### src/rtl/core/ckbh_pkg.sv
// Shared constants and types for the canonical k-mer bucket histogram core.
// No dependencies; compiled first.
package ckbh_pkg;

  localparam int unsigned MaxEdgeChars = 128;
  localparam int unsigned PrefixChars  = 8;
  localparam int unsigned CountBits    = 32;
  localparam int unsigned QueueDepth   = 2;
  localparam int unsigned EdgeLenMin   = 2;

  localparam logic [7:0] EdgeLenReset = 8'd32;

  typedef enum logic {
    KIND_PUSH  = 1'b0,
    KIND_QUERY = 1'b1
  } ckbh_kind_e;

  // Classified word handed from front to back (address travels beside it).
  typedef struct packed {
    ckbh_kind_e  kind;
    logic        strand;
    logic        oor;
    logic [15:0] bucket;
  } ckbh_tag_t;

endpackage

### src/rtl/core/ckbh_queue.sv
// Short word queue decoupling front and back.
// Depends on ckbh_pkg for defaults.
module ckbh_queue #(
  parameter int unsigned WIDTH = $bits(ckbh_pkg::ckbh_tag_t) + 2 * ckbh_pkg::PrefixChars,
  parameter int unsigned DEPTH = ckbh_pkg::QueueDepth
) (
  input  logic             clk_i,
  input  logic             rst_ni,
  input  logic             push_valid_i,
  output logic             push_ready_o,
  input  logic [WIDTH-1:0] push_data_i,
  output logic             pop_valid_o,
  input  logic             pop_ready_i,
  output logic [WIDTH-1:0] pop_data_o
);
  localparam int unsigned PW = (DEPTH > 1) ? $clog2(DEPTH) : 1;
  localparam int unsigned CNTW = $clog2(DEPTH + 1);

  logic [WIDTH-1:0] slots_q [DEPTH];
  logic [PW-1:0]    wr_ptr_q, wr_ptr_d, rd_ptr_q, rd_ptr_d;
  logic [CNTW-1:0]  cnt_q, cnt_d;
  logic             do_push, do_pop;

  assign push_ready_o = cnt_q != CNTW'(DEPTH);
  assign pop_valid_o  = cnt_q != '0;
  assign pop_data_o   = slots_q[rd_ptr_q];
  assign do_push      = push_valid_i && push_ready_o;
  assign do_pop       = pop_valid_o && pop_ready_i;

  always_comb begin
    wr_ptr_d = wr_ptr_q;
    rd_ptr_d = rd_ptr_q;
    cnt_d    = cnt_q;
    if (do_push) begin
      wr_ptr_d = (wr_ptr_q == PW'(DEPTH - 1)) ? '0 : wr_ptr_q + PW'(1);
    end
    if (do_pop) begin
      rd_ptr_d = (rd_ptr_q == PW'(DEPTH - 1)) ? '0 : rd_ptr_q + PW'(1);
    end
    if (do_push && !do_pop) begin
      cnt_d = cnt_q + CNTW'(1);
    end else if (do_pop && !do_push) begin
      cnt_d = cnt_q - CNTW'(1);
    end
  end

  always_ff @(posedge clk_i or negedge rst_ni) begin
    if (!rst_ni) begin
      wr_ptr_q <= '0;
      rd_ptr_q <= '0;
      cnt_q    <= '0;
    end else begin
      wr_ptr_q <= wr_ptr_d;
      rd_ptr_q <= rd_ptr_d;
      cnt_q    <= cnt_d;
    end
  end

  always_ff @(posedge clk_i) begin
    if (do_push) begin
      slots_q[wr_ptr_q] <= push_data_i;
    end
  end

`ifndef SYNTHESIS
  cnt_bounded: assert property (@(posedge clk_i) disable iff (!rst_ni)
    cnt_q <= CNTW'(DEPTH))
    else $error("queue occupancy out of range");
`endif

endmodule

### config.mk
export PLATFORM = sky130hd
export DESIGN_NAME = ckbh_queue
export DESIGN_NICKNAME = d
export VERILOG_FILES = /design/src/rtl/core/ckbh_pkg.sv /design/src/rtl/core/ckbh_queue.sv
export SDC_FILE = /design/constraint.sdc
export NUM_CORES = 1
export LEC_CHECK = 0
export ABC_AREA = 1
export BUFFER_PORTS_ARGS = -buffer_cell sky130_fd_sc_hd__buf_2
export CORE_MARGIN = 1.5
export CORE_UTILIZATION = 38
export DETAILED_ROUTE_END_ITERATION = 12
export PLACE_DENSITY = 0.65
export SETUP_SLACK_MARGIN = 0.15
export SLEW_MARGIN = 20
export SYNTH_ARGS = -nofsm -noshare
export SYNTH_HDL_FRONTEND = slang
export SYNTH_SLANG_ARGS = --single-unit
### constraint.sdc
create_clock -name clk_i -period 7 [get_ports clk_i]
set_input_delay 0.35 -clock clk_i [delete_from_list [all_inputs] [get_ports clk_i]]
set_output_delay 0.35 -clock clk_i [all_outputs]
set_load 0.005 [all_outputs]
==> metrics.md <==
| Metric | Value |
|---|---|
| Wire length per cell | 12.1 um |
| Core Region | 0.00721 mm2 |
| Diodes inserted | 0 |
| RSZ-0062 raised after global routing | false |
| Worst VDD drop | 158 uV |
| Arrival time at the worst endpoint | 1.75 ns |
| Final TNS setup | 0 ns |
| DRC errors left | 0 |
| Initial core utilization | 0.392 |
| Setup Skew | 0.00568 ns |
| Worst-path fanout max | 36 |
| Crit-path cells | buf_4 -> inv_8 -> nand2_1 -> nand2_1 -> buf_2 |
| Worst Setup End Kind | output port |
| Clock H-tree levels | 3 |
| Nets | 332 |
| CTS Buf Count | 9 |
| Worst path required time | 6.65 ns |
| CTS max path bufs | 2 |
| Pwr per Cell Area | 387 mW/mm2 |
| Placed Cells | 379 |
| Ratio of cells with drive above 1 in the final layout | 0.354 |
| First-pass GRT wire length | 7230 um |
| Synthesized Nets | 251 |
| Dpl cell area | 0.00328 mm2 |
| Area of the multi-input gates | 533 um2 |
| Syn_area_per_cell | 13.4 um2 |
| Leak | 1.49 nW |
| Cell variety after synth | 16 |
| Largest net degree at the start of global routing | 37 |
| Number of vias per cell | 4.29 |
| Post-Route WL | 4780 um |
| Mapped Area | 0.00283 mm2 |
| Status | finished, final reports clean |
| CTS tree | done |
| Most used cell, CP | nand2_1 |
| Die height | 89.3 um |
| CP max stage delay | 0.56 ns |
| Period utilisation layout | 0.301 |
| Final Instance Area | 0.00344 mm2 |
| CP top delay family | buffers and inverters |
| Startpoint class of the critical path | flip-flop |
| Largest cells by area after synthesis | edfxtp_1 74%, nand2_1 14%, dfrtp_1 3.5% |
| Clock transition at the registers of the reported paths | 0.07 ns |
| Top Ports | 76 |
| Synthesized flop and latch total | 74 |
| Vias | 1698 |
| Slowest-stage cell, CP | dfrtp_1 |
| Layout area overhead | 21.5% |
| Kind of critical path | flip-flop to output port |
| Detailed Route Iter0 Violations | 79 |
| Dominant cell type by area after synthesis | edfxtp_1 |
| Fill cells | 677 |
| Final non-filler cell total | 396 |
| Worst path bufs/invs | 3 |
| Worst-Skew Late Latency | 0.33 ns |
| Share of the synthesized area in the top cell type | 0.743 |
| Total track usage | 0.128 |
| Final Power | 0.00133 W |
| Detailed placement HPWL | 3060 um |
| DRT Pass-1 Iters | 4 |
| Max Cap Violations | 0 |
| Root buf cell | clkbuf_8 |
| Register area share after synthesis | 0.778 |
| Final hold vios | 0 |
| Vias in the first global route | 1543 |
| Hold Path Class | primary input to flip-flop |
| Final Critical Period | 2.10 ns |
| Port bufs | 75 |
| GPL Wtd Cong | 0.692 |
| Yosys Warn Count | 0 |
| DRT antenna net count | 0 |
| Cells after Synth | 211 |
| Setup violations, final | 0 |
| Slew Limit Fails | 0 |
| Grt total ovfl | 0 |
| Fmax | 475 MHz |
| Clock sinks | 74 |
| Reg area | 0.00220 mm2 |
| Total die area | 0.00797 mm2 |
| Least-Margin Pin Slew | 1.03 ns |
| Num rows | 31 |
| Initial antenna violation count | 0 |
| Slew headroom | 0.315 |
| Die W | 89.3 um |
-- through the flow --
stage	utilization	hold WS [ns]	worst slack, ns
after detailed placement	0.454	0.161	5.13
final	0.477	0.199	4.90
after global placement	0.454	0.161	5.19
after floorplan	-	0.0544	4.51
after global routing	0.477	0.195	4.76
after CTS	0.477	0.186	4.83
-- synthesized netlist by cell type --
| cell | number |
|---|---|
| edfxtp_1 | 70 |
| xor2_1 | 1 |
| nor2_1 | 2 |
| buf_4 | 3 |
| inv_1 | 5 |
| xnor2_1 | 1 |
| dfrtp_1 | 4 |
| ha_1 | 1 |
| nand4_1 | 1 |
| nand3_1 | 2 |
| nand2_1 | 102 |
| buf_6 | 3 |
| inv_8 | 1 |
| inv_2 | 1 |
| nand2_2 | 13 |
| buf_12 | 1 |
-- per-layer routing --
metal | up-vias | track usage | routed length [um]
met4 | 0 | 0.0769 | 116
met3 | 12 | 0.0277 | 270
met5 | - | 0 | 0
met1 | 766 | 0.154 | 2040
li1 | 866 | - | -
met2 | 54 | 0.212 | 2360
-- final timing paths --
path / from / end / slack, ns / depth (start not counted)
max: rd_ptr_q$_DFFE_PN0P_ / pop_data_o[13] / 4.90 / 5
min: push_data_i[23] / slots_q[0][23]$_DFFE_PP_ / 0.20 / 1
max reg2reg: cnt_q[0]$_DFFE_PN0P_ / slots_q[0][28]$_DFFE_PP_ / 5.16 / 4
min reg2reg: cnt_q[1]$_DFFE_PN0P_ / cnt_q[1]$_DFFE_PN0P_ / 0.52 / 2
max in group asynchronous: rst_ni / wr_ptr_q$_DFFE_PN0P_ / 6.52 / 2
min in group asynchronous: rst_ni / rd_ptr_q$_DFFE_PN0P_ / 0.35 / 2
-- logic make-up after synthesis --
kind of cell,count (synthesis),share of synthesized area
DFF,74,0.778
buffers and inverters,14,0.0389
adders and majority gates,1,0.00442
and+or+nand+nor,120,0.172
xor gates and xnor gates,2,0.00619
-- report_power, final --
part | internal, W | total, W | leakage [nW] | switching (W)
Combinational | 0.000155 | 0.000421 | 0.708 | 0.000266
Clock | 0.000126 | 0.000264 | 0.0816 | 0.000138
Sequential | 0.000608 | 0.000646 | 0.699 | 0.0000377
Total | 0.000889 | 0.00133 | 1.49 | 0.000442
-- worst reg2reg max path: stages, from the launching register on --
cell and delay, ns:
dfrtp_1 0.40, inv_2 0.07, nand2_2 0.07, nand2_2 0.11
nor2_4 0.79
-- area by class of cell --
| cell class | instances | share of cell area |
|---|---|---|
| multi-input combinational | 123 | 0.155 |
| inverter | 7 | 0.00982 |
| sequential | 74 | 0.640 |
| clock buffer | 12 | 0.0393 |
| timing repair buffer | 77 | 0.114 |
| clock inverter | 4 | 0.00546 |
| tap | 99 | 0.0360 |
-- registers in the layout, summed over array words and instances, names as in the netlist --
name	count
rd_ptr_q	1
wr_ptr_q	1
slots_q	70
cnt_q	2
-- cell usage in the layout (no fill, tap or decap) --
master	count
xnor2_1	1
edfxtp_1	70
nand2_2	13
ha_1	1
dlygate4sd3_1	1
inv_2	1
buf_2	75
nor2_4	2
clkbuf_1	3
clkbuf_8	9
clkinv_1	1
nand4_1	1
inv_8	1
inv_1	5
nand3_1	2
nand2_1	102
clkinv_2	3
xor2_1	1
buf_4	1
dfrtp_1	4
-- what timing repair did --
item | in CTS | in global routing
resized for setup | 0 | 0
buffers inserted | 0 | 0
hold buffers | 1 | 0
hold endpoints to repair | 4 | 0
Note: power is estimated with default switching activity, not from simulation.
